===== config.mk =====
export PLATFORM = sky130hd
export DESIGN_NAME = gcode_word_parser_top
export DESIGN_NICKNAME = d
export VERILOG_FILES = /design/src/gwp_pkg.sv /design/src/gcode_word_parser_top.sv
export SDC_FILE = /design/constraint.sdc
export NUM_CORES = 1
export LEC_CHECK = 0
export BUFFER_PORTS_ARGS = -buffer_cell sky130_fd_sc_hd__buf_2
export CAP_MARGIN = 10
export CORE_MARGIN = 1.5
export CORE_UTILIZATION = 55
export CTS_CLUSTER_DIAMETER = 80
export DETAILED_ROUTE_END_ITERATION = 10
export GPL_ROUTABILITY_DRIVEN = 0
export PLACE_DENSITY = 0.84
export SLEW_MARGIN = 20
export SYNTH_ARGS = -nofsm -noshare
export SYNTH_HDL_FRONTEND = slang
export SYNTH_SLANG_ARGS = --single-unit
export TNS_END_PERCENT = 5

===== constraint.sdc =====
create_clock -name clk -period 7.7 [get_ports clk]
set_input_delay 1.54 -clock clk [delete_from_list [all_inputs] [get_ports clk]]
set_output_delay 1.54 -clock clk [all_outputs]
set_load 0.05 [all_outputs]

===== src/gwp_pkg.sv =====
`timescale 1ns / 1ps
// Package for the G-code word parser: character codes, parse modes, defaults.
// No dependencies.
package gwp_pkg;

  localparam int VALUE_WIDTH_DEF = 32;
  localparam int OUT_WIDTH       = 32;
  localparam int SPEED_RESET     = 100;

  localparam logic [7:0] CH_NEWLINE = 8'd10;
  localparam logic [7:0] CH_TAB     = 8'd9;
  localparam logic [7:0] CH_VTAB    = 8'd11;
  localparam logic [7:0] CH_FF      = 8'd12;
  localparam logic [7:0] CH_CR      = 8'd13;
  localparam logic [7:0] CH_SPACE   = 8'h20;
  localparam logic [7:0] CH_PLUS    = 8'h2B;
  localparam logic [7:0] CH_MINUS   = 8'h2D;
  localparam logic [7:0] CH_DOT     = 8'h2E;
  localparam logic [7:0] CH_ZERO    = 8'h30;
  localparam logic [7:0] CH_NINE    = 8'h39;
  localparam logic [7:0] CH_SEMI    = 8'h3B;
  localparam logic [7:0] CH_F       = 8'h46;
  localparam logic [7:0] CH_S       = 8'h53;
  localparam logic [7:0] CH_X       = 8'h58;
  localparam logic [7:0] CH_Y       = 8'h59;
  localparam logic [7:0] CH_Z       = 8'h5A;

  // cell size shifts for the moved check (x cell 4, y cell 8)
  localparam int X_CELL_SHIFT = 2;
  localparam int Y_CELL_SHIFT = 3;

  typedef enum logic [2:0] {
    M_LINE_START = 3'd0,
    M_WORD_START = 3'd1,
    M_PRESIGN    = 3'd2,
    M_SIGNED     = 3'd3,
    M_DIGITS     = 3'd4,
    M_DROP       = 3'd5,
    M_STOP       = 3'd6,
    M_COMMENT    = 3'd7
  } mode_t;

endpackage


===== src/gcode_word_parser_top.sv =====
`timescale 1ns / 1ps
// G-code word parser top level: character parser, word registers, result register.
// Depends on gwp_pkg.
//
// Takes one character word per clock on the input channel and emits one result word
// (x, y, z, feed, speed, moved) the cycle after the newline of each non-comment line is
// accepted. The digit accumulate (times ten, add, saturate) and the word commit to the
// position registers are done in the accept cycle. The input stalls only while a
// finished result sits in the output register and the output side is stalling;
// otherwise a character is taken every cycle. Values saturate to the signed range
// of VALUE_WIDTH and the outputs carry their low 32 bits (sign extended when
// VALUE_WIDTH is narrower than 32).
module gcode_word_parser_top #(
  parameter int VALUE_WIDTH = gwp_pkg::VALUE_WIDTH_DEF
) (
  input  logic               clk,
  input  logic               rst,
  input  logic               in_valid,
  output logic               in_stall,
  input  logic [7:0]         char_code,
  output logic               out_valid,
  input  logic               out_stall,
  output logic signed [31:0] pos_x,
  output logic signed [31:0] pos_y,
  output logic signed [31:0] pos_z,
  output logic signed [31:0] feed_rate,
  output logic signed [31:0] spindle_speed,
  output logic               moved
);

  localparam int VW    = VALUE_WIDTH;
  localparam int SUM_W = VW + 4;
  localparam int EXT_W = (VW > gwp_pkg::OUT_WIDTH) ? VW : gwp_pkg::OUT_WIDTH;
  localparam logic [VW-1:0] MAG_LIM = {1'b1, {(VW-1){1'b0}}};
  localparam logic [VW-1:0] POS_MAX = {1'b0, {(VW-1){1'b1}}};

  gwp_pkg::mode_t mode, mode_next;
  logic [7:0]     letter, letter_next;
  logic           neg, neg_next;
  logic [VW-1:0]  acc, acc_next;
  logic signed [VW-1:0] reg_x, reg_y, reg_z, reg_feed, reg_speed;
  logic signed [VW-1:0] reg_x_next, reg_y_next, reg_z_next, reg_feed_next, reg_speed_next;
  logic           moved_flag, moved_flag_next;

  logic           accept;
  logic           is_nl, is_space, is_semi, is_dot, is_sign, is_digit, is_ws;
  logic           do_finish, do_emit, clr_moved;
  logic [SUM_W-1:0] acc_x10;
  logic [VW-1:0]  acc_sat;
  logic signed [VW-1:0] wval;
  logic           moved_set, moved_line;

  function automatic logic [VW-1:0] cell_of(input logic [VW-1:0] v, input int sh);
    logic [VW-1:0] bias;
    bias = v[VW-1] ? VW'((1 << sh) - 1) : '0;
    return VW'($signed(v + bias) >>> sh);
  endfunction

  function automatic logic [31:0] low_out(input logic signed [VW-1:0] v);
    logic signed [EXT_W-1:0] e;
    e = EXT_W'(v);
    return e[31:0];
  endfunction

  assign in_stall = out_valid & out_stall;
  assign accept   = in_valid & ~in_stall;

  assign is_nl    = (char_code == gwp_pkg::CH_NEWLINE);
  assign is_space = (char_code == gwp_pkg::CH_SPACE);
  assign is_semi  = (char_code == gwp_pkg::CH_SEMI);
  assign is_dot   = (char_code == gwp_pkg::CH_DOT);
  assign is_sign  = (char_code == gwp_pkg::CH_PLUS) || (char_code == gwp_pkg::CH_MINUS);
  assign is_digit = (char_code >= gwp_pkg::CH_ZERO) && (char_code <= gwp_pkg::CH_NINE);
  assign is_ws    = (char_code == gwp_pkg::CH_TAB) || (char_code == gwp_pkg::CH_VTAB) ||
                    (char_code == gwp_pkg::CH_FF) || (char_code == gwp_pkg::CH_CR);

  // acc*10 + digit, saturating at the magnitude limit
  assign acc_x10 = (SUM_W'(acc) << 3) + (SUM_W'(acc) << 1) + SUM_W'(char_code[3:0]);
  assign acc_sat = (acc_x10 > SUM_W'(MAG_LIM)) ? MAG_LIM : acc_x10[VW-1:0];

  // acc never exceeds MAG_LIM, so negation always fits
  assign wval = neg ? $signed(VW'(~acc + 1'b1))
                    : ((acc > POS_MAX) ? $signed(POS_MAX) : $signed(acc));

  always_comb begin
    mode_next   = mode;
    letter_next = letter;
    neg_next    = neg;
    acc_next    = acc;
    do_finish   = 1'b0;
    do_emit     = 1'b0;
    clr_moved   = 1'b0;
    if (accept) begin
      unique case (mode)
        gwp_pkg::M_COMMENT: begin
          if (is_nl) begin
            mode_next = gwp_pkg::M_LINE_START;
            clr_moved = 1'b1;
          end
        end
        gwp_pkg::M_LINE_START, gwp_pkg::M_WORD_START: begin
          if (mode == gwp_pkg::M_LINE_START && is_semi) begin
            mode_next = gwp_pkg::M_COMMENT;
          end else if (is_nl) begin
            do_emit = 1'b1;
          end else if (is_space) begin
            mode_next = gwp_pkg::M_WORD_START;
          end else if (is_semi) begin
            mode_next = gwp_pkg::M_STOP;
          end else if (is_dot) begin
            letter_next = '0;
            mode_next   = gwp_pkg::M_DROP;
          end else begin
            letter_next = char_code;
            mode_next   = gwp_pkg::M_PRESIGN;
          end
        end
        gwp_pkg::M_STOP: begin
          if (is_nl) begin
            do_emit = 1'b1;
          end
        end
        gwp_pkg::M_PRESIGN, gwp_pkg::M_SIGNED, gwp_pkg::M_DIGITS, gwp_pkg::M_DROP: begin
          if (is_space) begin
            do_finish   = 1'b1;
            letter_next = '0;
            neg_next    = 1'b0;
            acc_next    = '0;
            mode_next   = gwp_pkg::M_WORD_START;
          end else if (is_nl) begin
            do_finish = 1'b1;
            do_emit   = 1'b1;
          end else if (mode == gwp_pkg::M_PRESIGN && is_ws) begin
            mode_next = mode;
          end else if (mode == gwp_pkg::M_PRESIGN && is_sign) begin
            neg_next  = (char_code == gwp_pkg::CH_MINUS);
            mode_next = gwp_pkg::M_SIGNED;
          end else if (mode != gwp_pkg::M_DROP) begin
            if (is_digit) begin
              acc_next  = acc_sat;
              mode_next = gwp_pkg::M_DIGITS;
            end else begin
              mode_next = gwp_pkg::M_DROP;
            end
          end
        end
        default: mode_next = mode;
      endcase
      if (do_emit) begin
        letter_next = '0;
        neg_next    = 1'b0;
        acc_next    = '0;
        mode_next   = gwp_pkg::M_LINE_START;
      end
    end
  end

  // word commit
  always_comb begin
    reg_x_next     = reg_x;
    reg_y_next     = reg_y;
    reg_z_next     = reg_z;
    reg_feed_next  = reg_feed;
    reg_speed_next = reg_speed;
    moved_set      = 1'b0;
    if (do_finish) begin
      unique case (letter)
        gwp_pkg::CH_F: reg_feed_next = wval;
        gwp_pkg::CH_S: reg_speed_next = wval;
        gwp_pkg::CH_X: begin
          reg_x_next = wval;
          moved_set  = cell_of(reg_x, gwp_pkg::X_CELL_SHIFT) !=
                       cell_of(wval, gwp_pkg::X_CELL_SHIFT);
        end
        gwp_pkg::CH_Y: begin
          reg_y_next = wval;
          moved_set  = cell_of(reg_y, gwp_pkg::Y_CELL_SHIFT) !=
                       cell_of(wval, gwp_pkg::Y_CELL_SHIFT);
        end
        gwp_pkg::CH_Z: reg_z_next = wval;
        default: moved_set = 1'b0;
      endcase
    end
    moved_line      = moved_flag | moved_set;
    moved_flag_next = (do_emit || clr_moved) ? 1'b0 : moved_line;
  end

  always_ff @(posedge clk) begin
    if (rst) begin
      mode       <= gwp_pkg::M_LINE_START;
      letter     <= '0;
      neg        <= 1'b0;
      acc        <= '0;
      reg_x      <= '0;
      reg_y      <= '0;
      reg_z      <= '0;
      reg_feed   <= '0;
      reg_speed  <= VW'(gwp_pkg::SPEED_RESET);
      moved_flag <= 1'b0;
    end else begin
      mode       <= mode_next;
      letter     <= letter_next;
      neg        <= neg_next;
      acc        <= acc_next;
      reg_x      <= reg_x_next;
      reg_y      <= reg_y_next;
      reg_z      <= reg_z_next;
      reg_feed   <= reg_feed_next;
      reg_speed  <= reg_speed_next;
      moved_flag <= moved_flag_next;
    end
  end

  always_ff @(posedge clk) begin
    if (rst) begin
      out_valid <= 1'b0;
    end else if (do_emit) begin
      out_valid <= 1'b1;
    end else if (!out_stall) begin
      out_valid <= 1'b0;
    end
  end

  always_ff @(posedge clk) begin
    if (do_emit) begin
      pos_x         <= low_out(reg_x_next);
      pos_y         <= low_out(reg_y_next);
      pos_z         <= low_out(reg_z_next);
      feed_rate     <= low_out(reg_feed_next);
      spindle_speed <= low_out(reg_speed_next);
      moved         <= moved_line;
    end
  end

endmodule


== Word-level counts from Yosys, hierarchy flattened ==
Index checks and enable logic that the tools add are counted.
W data, S select, Z words.
Word-level totals
  bits in writable memories: 0
  memories: 0
  flip-flop bits (word level): 367
  word-level logic and storage cells: 163
  ROM bits: 0
  bits in latches: 0
Cells by class
  $mul: 0
  eq/ne operators: 39
  muxes and demuxes: 68
  reductions and logical operators: 23
  add/sub/neg operators: 7
  shift operators: 0
  magnitude comparators: 4
  bitwise logic cells: 5
  divide/modulo/power cells: 0
Operators by type and width (count)
  $mux W32: 21
  $add A32 B2 Y32: 2
  $add A32 B3 Y32: 2
  $ne A32 B32 Y1: 2
  $mux W8: 7
  $mux W3: 14
  $eq A8 B4 Y1 const B: 5
  $eq A8 B6 Y1 const B: 5
  $eq A8 B7 Y1 const B: 5
  $add A35 B33 Y36: 1
  $add A36 B4 Y36: 1
  $gt A36 B32 Y1 const B: 1
  $add A32 B1 Y32 const B: 1
  $gt A32 B31 Y1 const B: 1
  $not A32 Y32: 1
  $ne A3 B3 Y1 const B: 7
  $reduce_and A7 Y1: 3
  $mux W1: 20
  $pmux W8 S2: 1
  $eq A3 B3 Y1 const B: 4
  $ne A4 B4 Y1 const B: 3
  $reduce_bool A3 Y1: 4
  $pmux W3 S3: 1
  $ge A8 B6 Y1 const B: 1
  21 further kinds: 33

== Depth between registers and ports, before layout ==
Gate-level depths: netlist of the first run.
  word-level depth: 12
  depth in mapped cells: 21

== Worst setup path after synthesis of the first run ==
Ideal clock, no wire load.
  kind: input to register
  start: in char_code[4]
  end: reg feed_rate[0], enable pin
  library setup time: 0.513 ns
  stages on the path: 7
  slack: 1.212 ns
  data required time: 7.187 ns
  buffers on the path: 0
  arrival: 5.975 ns
  cell sequence: nor3_1 > nand3b_1 > nor3_1 > inv_1 > a31oi_1 > nand2_1 > inv_1
On the way
  cells in the longest elaborated chain, start to end: 6
RTL lines
  from (decl): RTL line gcode_word_parser_top.sv:20  | input logic [7:0] char_code,
  $eq A8 B4 Y1 or $eq A8 B6 Y1 (tied branches): RTL line gcode_word_parser_top.sv:68, gcode_word_parser_top.sv:70
  $mux W1 or $logic_and A1 B1 Y1 (tied branches)
  $mux W1 (on tied branches): RTL line gcode_word_parser_top.sv:124, gcode_word_parser_top.sv:102
  $pmux W1 S3 (*): RTL line gcode_word_parser_top.sv:94  | unique case (mode)
  $mux W1 (*) (2 in series): RTL line gcode_word_parser_top.sv:93  | if (accept) begin
  named net do_emit: RTL line gcode_word_parser_top.sv:47  | logic do_finish, do_emit, clr_moved;
  to (signal assigned): RTL line gcode_word_parser_top.sv:229  | feed_rate <= low_out(reg_feed_next);
  to (decl): RTL line gcode_word_parser_top.sv:26  | output logic signed [31:0] feed_rate,
The timed path passes the listed nets; every way through them passes the cells marked *. The select of a mux whose other input is x is not followed.
A chain may end at the register's enable or synchronous reset.

== Final worst setup path of the first run ==
  start: reg acc[4]
  end: reg moved, data pin
On the way
  cells in the longest elaborated chain, start to end: 9
RTL lines
  from (decl): RTL line gcode_word_parser_top.sv:40  | logic [VW-1:0] acc, acc_next;
  from (signal assigned): RTL line gcode_word_parser_top.sv:204  | acc <= acc_next;
  $gt A32 B31 Y1 or $not A32 Y32 (tied branches): RTL line gcode_word_parser_top.sv:83, gcode_word_parser_top.sv:82
  $mux W32 or $add A32 B1 Y32 (tied branches): RTL line gcode_word_parser_top.sv:83, gcode_word_parser_top.sv:82
  $mux W32 (*): RTL line gcode_word_parser_top.sv:82  | assign wval = neg ? $signed(VW'(~acc + 1'b1))
  $mux W3 or $mux W2 (tied branches): RTL line gcode_word_parser_top.sv:55  | bias = v[VW-1] ? VW'((1 << sh) - 1) : '0;
  $add A32 B3 Y32 or $add A32 B2 Y32 (tied branches): RTL line gcode_word_parser_top.sv:56  | return VW'($signed(v + bias) >>> sh);
  $ne A32 B32 Y1 (on tied branches): RTL line gcode_word_parser_top.sv:177, gcode_word_parser_top.sv:172
  $pmux W1 S2 (*): RTL line gcode_word_parser_top.sv:167  | unique case (letter)
  $mux W1 (*): RTL line gcode_word_parser_top.sv:166  | if (do_finish) begin
  $or A1 B1 Y1 (*): RTL line gcode_word_parser_top.sv:184  | moved_line = moved_flag | moved_set;
  named net moved_line: RTL line gcode_word_parser_top.sv:51  | logic moved_set, moved_line;
  to (signal assigned): RTL line gcode_word_parser_top.sv:231  | moved <= moved_line;
  to (decl): RTL line gcode_word_parser_top.sv:28  | output logic moved
The timed path passes the listed nets; every way through them passes the cells marked *.

==> key figures, run 1 <==
Outcome
  • Status: finished with violations
  • Failing checks: design-rule violations

Clocking
  • Post_cts resized: 0
  • CTS tree: built
  • H-tree depth: 2
  • CTS Hold Bufs: 0
  • Clock buffer depth: 3
  • Worst skew pair latency: 0.53 ns
  • Clock sink count: 367
  • TritonCTS Buffers: 36
  • Clk pin slew, worst setup/hold paths: 0.06 ns
  • CTS Root Cell: clkbuf_16
  • Post-CTS setup buffer count: 0

Logic synthesis
  • Synth cell types: 82
  • Mapped Avg Cell Area: 9.21 um^2
  • Number of synthesized flops with an enable pin: 161
  • Sequential-to-total area share from yosys stat: 46.1%
  • Async SR Flop Fraction: 0%
  • Post-Synthesis Cells: 2112
  • Yosys reg bits: 367
  • Post-synthesis cell area: 19500 um^2
  • Syn nets: 2195
  • Top_reg_cell synth: dfxtp_1
  • Ys Warns: 0

Timing
  • Final Skew: 0.0167 ns
  • F_max: 147 MHz
  • Final setup viols: 0
  • Worst-margin pin slew: 1.08 ns
  • Fin Setup TNS: 0 ns
  • Hold Worst Slack: 0.483 ns
  • Max-slew headroom: 28.3%
  • Final number of max-transition violations: 0
  • RSZ-0062 raised after global routing: false
  • Tcrit/Tclk final: 88.2%
  • Final hold vios: 0
  • Fin crit period: 6.79 ns

Floorplanning
  • # rows: 68
  • Core area: 34700 um^2
  • Io pins: 175
  • Die ar.: 36500 um^2
  • Die Span Y: 191 um
  • Die Span X: 191 um
  • Starting Density: 56.0%

Critical path
  • Critical-path top delay cell: nor4_1
  • Crit. End Element: flip-flop
  • Crit path top cell by count: nand3_1
  • Worst EP required: 7.97 ns
  • WP buf/inv: 1
  • Crit start category: flip-flop
  • Critical path data arrival time: 7.06 ns
  • Crit Path Max Fanout: 16
  • Crit path largest cell delay: 0.82 ns
  • Reg2reg start: acc[4]$_SDFFE_PP0P_
  • Cell Chain, Critical Path: nor4_1 -> nand3_1 -> nor4_1 -> mux2_2 -> inv_1 -> ha_1 -> nand3_1 -> o21ai_0 -> nand3_1 -> nor2_1 -> nand3_1 -> o21ai_0 -> nand4_1 -> or4_1 -> a2111o_1 -> a22o_1
  • CP startpoint: acc[4]$_SDFFE_PP0P_
  • Critical path class: reg2reg
  • Delay-heaviest family, CP: simple AND/OR/NAND/NOR gates

Global route
  • Grt met3 use: 3.80%
  • Congestion Overflow GR: 0
  • Vias in the first global route: 15494
  • Met2 Resource Use GR: 46.5%
  • Met1 Track Usage GR: 35.6%
  • GR peak layer: met2
  • First-pass GRT wire length: 80400 um
  • Largest net degree at the start of global routing: 99
  • Gr usage total: 27.5%
  • Initial antenna violation count: 1

Power and ir drop
  • Power density cells: 176 nW/um^2
  • Maximum VDD drop: 279 uV
  • LEAKAGE: 8.81 nW

Final layout
  • Layout cell share with drive strength beyond 1: 13.2%
  • Fin nets: 2316
  • Leading cell type in the layout, fill and taps excluded: nand2_1
  • Most frequent cells in the layout: 284 x nand2_1, 214 x o21ai_0, 206 x dfxtp_1
  • Syn-to-layout area delta: 12.2%

Min path
  • Hold WC Path Type: reg2reg
  • Hold Startpoint: letter[0]$_SDFFE_PP0P_

Routing
  • Antenna Nets Post-Route: 0
  • DR pass1 iterations: 8
  • Drt wl/cell: 18.9 um
  • DRT iter0 DRCs: 1687
  • DR vias/cell: 6.11
  • Vias: 16602
  • Post-Route WL: 51300 um
  • DRC: 1

Placed design
  • Port Buffers: 174
  • Detailed placement HPWL: 35500 um

Run
  • Max Cap Violations: 0
report_power, final:
| group | switching (mW) | total, mW | internal, mW |
|---|---|---|---|
| combinational | 0.0446 | 0.0631 | 0.0185 |
| sequential | 0.00695 | 2.03 | 2.02 |
| clock | 0.734 | 1.74 | 1.01 |
final timing paths:
| kind | depth (start not counted) | to | slack, ns |
|---|---|---|---|
| hold reg to reg | 2 | letter[0]$_SDFFE_PP0P_ | 0.48 |
| setup reg to reg | 16 | moved$_DFFE_PP_ | 0.91 |
| setup / recovery | 16 | moved$_DFFE_PP_ | 0.91 |
| hold / removal | 2 | letter[0]$_SDFFE_PP0P_ | 0.48 |
synthesized netlist by cell type (44+ instances only):
cell type | count | area share (%)
edfxtp_1 | 161 | 25
o21ai_0 | 214 | 5.5
clkbuf_1 | 111 | 2.1
xor2_1 | 44 | 2.0
nand2_1 | 284 | 5.5
dfxtp_1 | 206 | 21
nor3_1 | 52 | 1.3
a21oi_1 | 63 | 1.6
ha_1 | 69 | 4.4
nor2_1 | 96 | 1.9
nor2b_1 | 174 | 5.6
xnor2_1 | 104 | 4.7
nand3_1 | 71 | 1.8
per-layer routing:
| metal | up-vias | share of wire [%] |
|---|---|---|
| li1 | 7839 | - |
| met1 | 7809 | 40 |
| met2 | 819 | 48 |
| met3 | 133 | 8.7 |
| met4 | 2 | 3.6 |
| met5 | - | 0.014 |
cell type report:
type	instances	area, um^2
Timing Repair Buffer	203	1090
Sequential cell	367	8960
Clock inverter	21	208
Antenna cell	1	2.50
Clock buffer	44	972
Inverter	36	140
Multi-Input combinational cell	1589	9890
Tap cell	455	569
Fill cell	2727	12900
registers in the layout, indices dropped and copies added, names as in the netlist, 32 cells and up:
| register | cells |
|---|---|
| acc | 32 |
| feed_rate | 32 |
| pos_x | 32 |
| pos_y | 32 |
| pos_z | 32 |
| reg_feed | 32 |
| reg_speed | 32 |
| reg_x | 32 |
| reg_y | 32 |
| reg_z | 32 |
| spindle_speed | 32 |
cells by family (layout without fill, tap and decap cells):
family	count (synthesis)	after routing	synth area share [%]
buf+inv	156	304	3.15
xor+xnor	149	149	6.78
compound gates	467	467	14.8
flops	367	367	46.1
other cells	0	1	0
mux	13	13	0.695
simple gates	889	889	23.9
fa+ha+maj	71	71	4.64
through the flow:
step | area (um^2) | setup slack (ns) | instances | utilization [%] | power [mW]
2_1_floorplan | 19500 | 1.21 | 2112 | - | 2.11
3_5_place_dp | 20600 | 1.23 | 2650 | 59.5 | 2.13
5_1_grt | 21800 | 0.370 | 2715 | 62.9 | 3.93
4_1_cts | 21800 | 1.16 | 2715 | 62.9 | 3.85
6_report | 21800 | 0.908 | 2716 | 62.9 | 3.83
3_3_place_gp | 20600 | 1.52 | 2650 | 59.5 | 2.13
worst min-delay path, delay by kind of cell, from the launching register on:
family	cells	cell delay, ns
AOI/OAI and AO/OA	2	0.13
DFF	1	0.31
(Power assumes the default switching activity.)
==> run 2, diff against run 1 <==
Settings changed: CORE_MARGIN 1.5 to unset, RECOVER_POWER set to 50.
==> run 2 against run 1 <==
  * The flow finishes with violations (max-capacitance violations, max-slew violations)
  * Power down 1.4%
  * Count of clock-buffer cells in the layout up 4
  * Register-to-register slack better by 0.09 ns
  * Non-clock buffer count down 1
  * Via count up 1.1%
  * Wire length up 0.66%
  * Maximum frequency up 1.3%
  * Final cell count down 0.15%
  * Global-route usage up 0.52 points
  * Clock power down 3%
==> key figures, run 2 (synthesis results as in run 1) <==
Outcome
  • Status: finished with violations
  • Failing checks: max-capacitance violations, max-slew violations

Global route
  • Largest net degree at the start of global routing: 96 (-3.0%)
  • First-pass GRT wire length: 81200 um (+0.92%)
  • Vias in the first global route: 15642 (+0.96%)
  • Gr usage total: 28.0% (+0.52 points)
  • Initial antenna violation count: 4 (+3)
  • Congestion Overflow GR: 0 (unchanged)

Floorplanning
  • # rows: 68 (unchanged)
  • Die Span X: 190 um (-0.52%)
  • Die ar.: 36100 um^2 (-1.0%)
  • Starting Density: 56.0% (unchanged)
  • Die Span Y: 190 um (-0.52%)
  • Core area: 34700 um^2 (unchanged)
  • Io pins: 175 (unchanged)

Timing
  • Tcrit/Tclk final: 87.1% (-1.1 points)
  • Final number of max-transition violations: 261 (+261)
  • F_max: 149 MHz (+1.3%)
  • Final Skew: 0.0149 ns (-0.00185 ns)
  • Final setup viols: 0 (unchanged)
  • Hold Worst Slack: 0.483 ns (+0.0000400 ns)
  • Worst-margin pin slew: 2.64 ns (+1.57 ns)
  • RSZ-0062 raised after global routing: false
  • Final hold vios: 0 (unchanged)
  • Fin crit period: 6.70 ns (-0.0878 ns)
  • Fin Setup TNS: 0 ns (unchanged)
  • Max-slew headroom: -76.2% (-100 points)
  • Final WS setup: 0.996 ns (+0.0878 ns)

Run
  • Max Cap Violations: 4 (+4)

Routing
  • DR pass1 iterations: 8 (unchanged)
  • DRT iter0 DRCs: 1813 (+7.5%)
  • Post-Route WL: 51600 um (+0.66%)
  • Antenna Nets Post-Route: 0 (unchanged)
  • DRC: 0 (-1)
  • Vias: 16785 (+1.1%)
  • DR vias/cell: 6.19 (+1.3%)
  • Drt wl/cell: 19.0 um (+0.81%)

Clocking
  • Post_cts resized: 0 (unchanged)
  • Clock sink count: 367 (unchanged)
  • Clock buffer depth: 3 (unchanged)
  • CTS tree: built
  • H-tree depth: 2 (unchanged)
  • CTS Hold Bufs: 0 (unchanged)
  • TritonCTS Buffers: 35 (-2.8%)
  • Clk pin slew, worst setup/hold paths: 0.07 ns (about the same)
  • CTS Root Cell: clkbuf_16
  • Worst skew pair latency: 0.53 ns (about the same)
  • Post-CTS setup buffer count: 0 (unchanged)

Min path
  • Hold WC Path Type: reg2reg
  • Worst Hold Depth: 2 (unchanged)
  • Hold endpoint: letter[6]$_SDFFE_PP0P_
  • Hold Startpoint: letter[6]$_SDFFE_PP0P_

Placed design
  • Port Buffers: 174 (unchanged)
  • Detailed placement HPWL: 35500 um (about the same)
  • Worst slack, placed: 1.30 ns (+0.0680 ns)
  • Placed cells: 2649 (-0.038%)

Critical path
  • Crit start category: flip-flop
  • Worst EP required: 7.99 ns (+0.02 ns)
  • Flop2flop setup slack: 1.0 ns (+0.09 ns)
  • Delay-heaviest family, CP: simple AND/OR/NAND/NOR gates
  • WP buf/inv: 1 (unchanged)
  • CP startpoint: acc[4]$_SDFFE_PP0P_
  • Crit. End Element: flip-flop
  • Reg2reg start: acc[4]$_SDFFE_PP0P_
  • Critical path data arrival time: 6.99 ns (-0.07 ns)
  • R2r endpoint: moved$_DFFE_PP_
  • Cell count along the critical path: 18 (+2)
  • Crit path largest cell delay: 0.79 ns (-0.03 ns)
  • Critical path class: reg2reg
  • FF-to-FF path depth: 18 (+2)
  • Cell Chain, Critical Path: nor4_1 -> nand3_1 -> nor4_1 -> mux2_2 -> inv_1 -> ha_1 -> nand2_1 -> nor2_1 -> nor2_1 -> nor2_1 -> nand3_1 -> nor2_1 -> nand2_1 -> xnor2_1 -> mux2i_1 -> a2111oi_0 -> nand4b_1 -> a22o_1
  • Critical-path top delay cell: nor4_1
  • Crit Path Max Fanout: 16 (unchanged)
  • Crit path top cell by count: nor2_1

Final layout
  • Syn-to-layout area delta: 10.8%
  • Final cell count without fillers: 2712 (-0.15%)
  • Leading cell type in the layout, fill and taps excluded: nand2_1
  • Fin nets: 2314 (-0.086%)
  • Layout fillers: 2833 (+3.9%)
  • Most frequent cells in the layout: 284 x nand2_1, 214 x o21ai_0, 206 x dfxtp_1
  • Multi-input gate area in the final layout: 9890 um^2 (about the same)
  • Layout cell share with drive strength beyond 1: 5.63% (-7.6 points)
  • Sequential Area: 8960 um^2 (unchanged)

Power and ir drop
  • Power density cells: 175 nW/um^2 (about the same)
  • Maximum VDD drop: 205 uV (-27%)
  • LEAKAGE: 8.07 nW (-8.4%)
-- run 2: layer usage --
metal	GRT usage [%]	share of wire, %	up-vias	wire, um
met4	14.8	5.2	6	2670
li1	-	-	7840	-
met5	0	0.054	-	28
met1	36.6	41	7859	21200
met3	4.39	8.3	213	4280
met2	44.8	46	867	23500
-- run 2: layout make-up --
class / count / area share [%]
antenna: 1 / 0.0116
clock buffer: 48 / 4.52
clock inverter: 14 / 0.691
inverter: 36 / 0.650
multi-input combinational: 1589 / 45.9
sequential: 367 / 41.6
tap: 455 / 2.64
timing repair buffer: 202 / 4.06
-- run 2: worst max path at each step --
| stage | to |
|---|---|
| floorplan | feed_rate[0]$_DFFE_PP_ |
| global placement | moved$_DFFE_PP_ |
| detailed placement | moved$_DFFE_PP_ |
| CTS | moved$_DFFE_PP_ |
| global route | moved$_DFFE_PP_ |
| finish | moved$_DFFE_PP_ |
-- run 2: worst register-to-register path, cell delays in order (launching register included) --
cell       delay [ns]
dfxtp_1          0.47
nor4_1           0.79
nand3_1          0.52
nor4_1           0.59
mux2_2           0.36
inv_1            0.12
ha_1             0.32
nand2_1          0.06
nor2_1           0.23
nor2_1           0.12
nor2_1           0.29
nand3_1          0.33
nor2_1           0.61
nand2_1          0.15
xnor2_1          0.28
mux2i_1          0.11
a2111oi_0        0.60
nand4b_1         0.25
a22o_1           0.28
-- run 2: per-stage QoR --
step / total power, mW / utilization (%) / area (um^2)
final: 3.78 / 62.1 / 21600
after global routing: 3.87 / 62.1 / 21600
after CTS: 3.79 / 62.7 / 21800
after detailed placement: 2.13 / 59.5 / 20600
after global placement: 2.13 / 59.5 / 20600
after floorplan: 2.11 / - / 19500
-- run 2: power breakdown --
part	switching [mW]	total, mW	internal [mW]
registers	0.00692	2.03	2.02
logic	0.0451	0.0635	0.0183
clock network	0.730	1.69	0.961
total	0.782	3.78	3.00
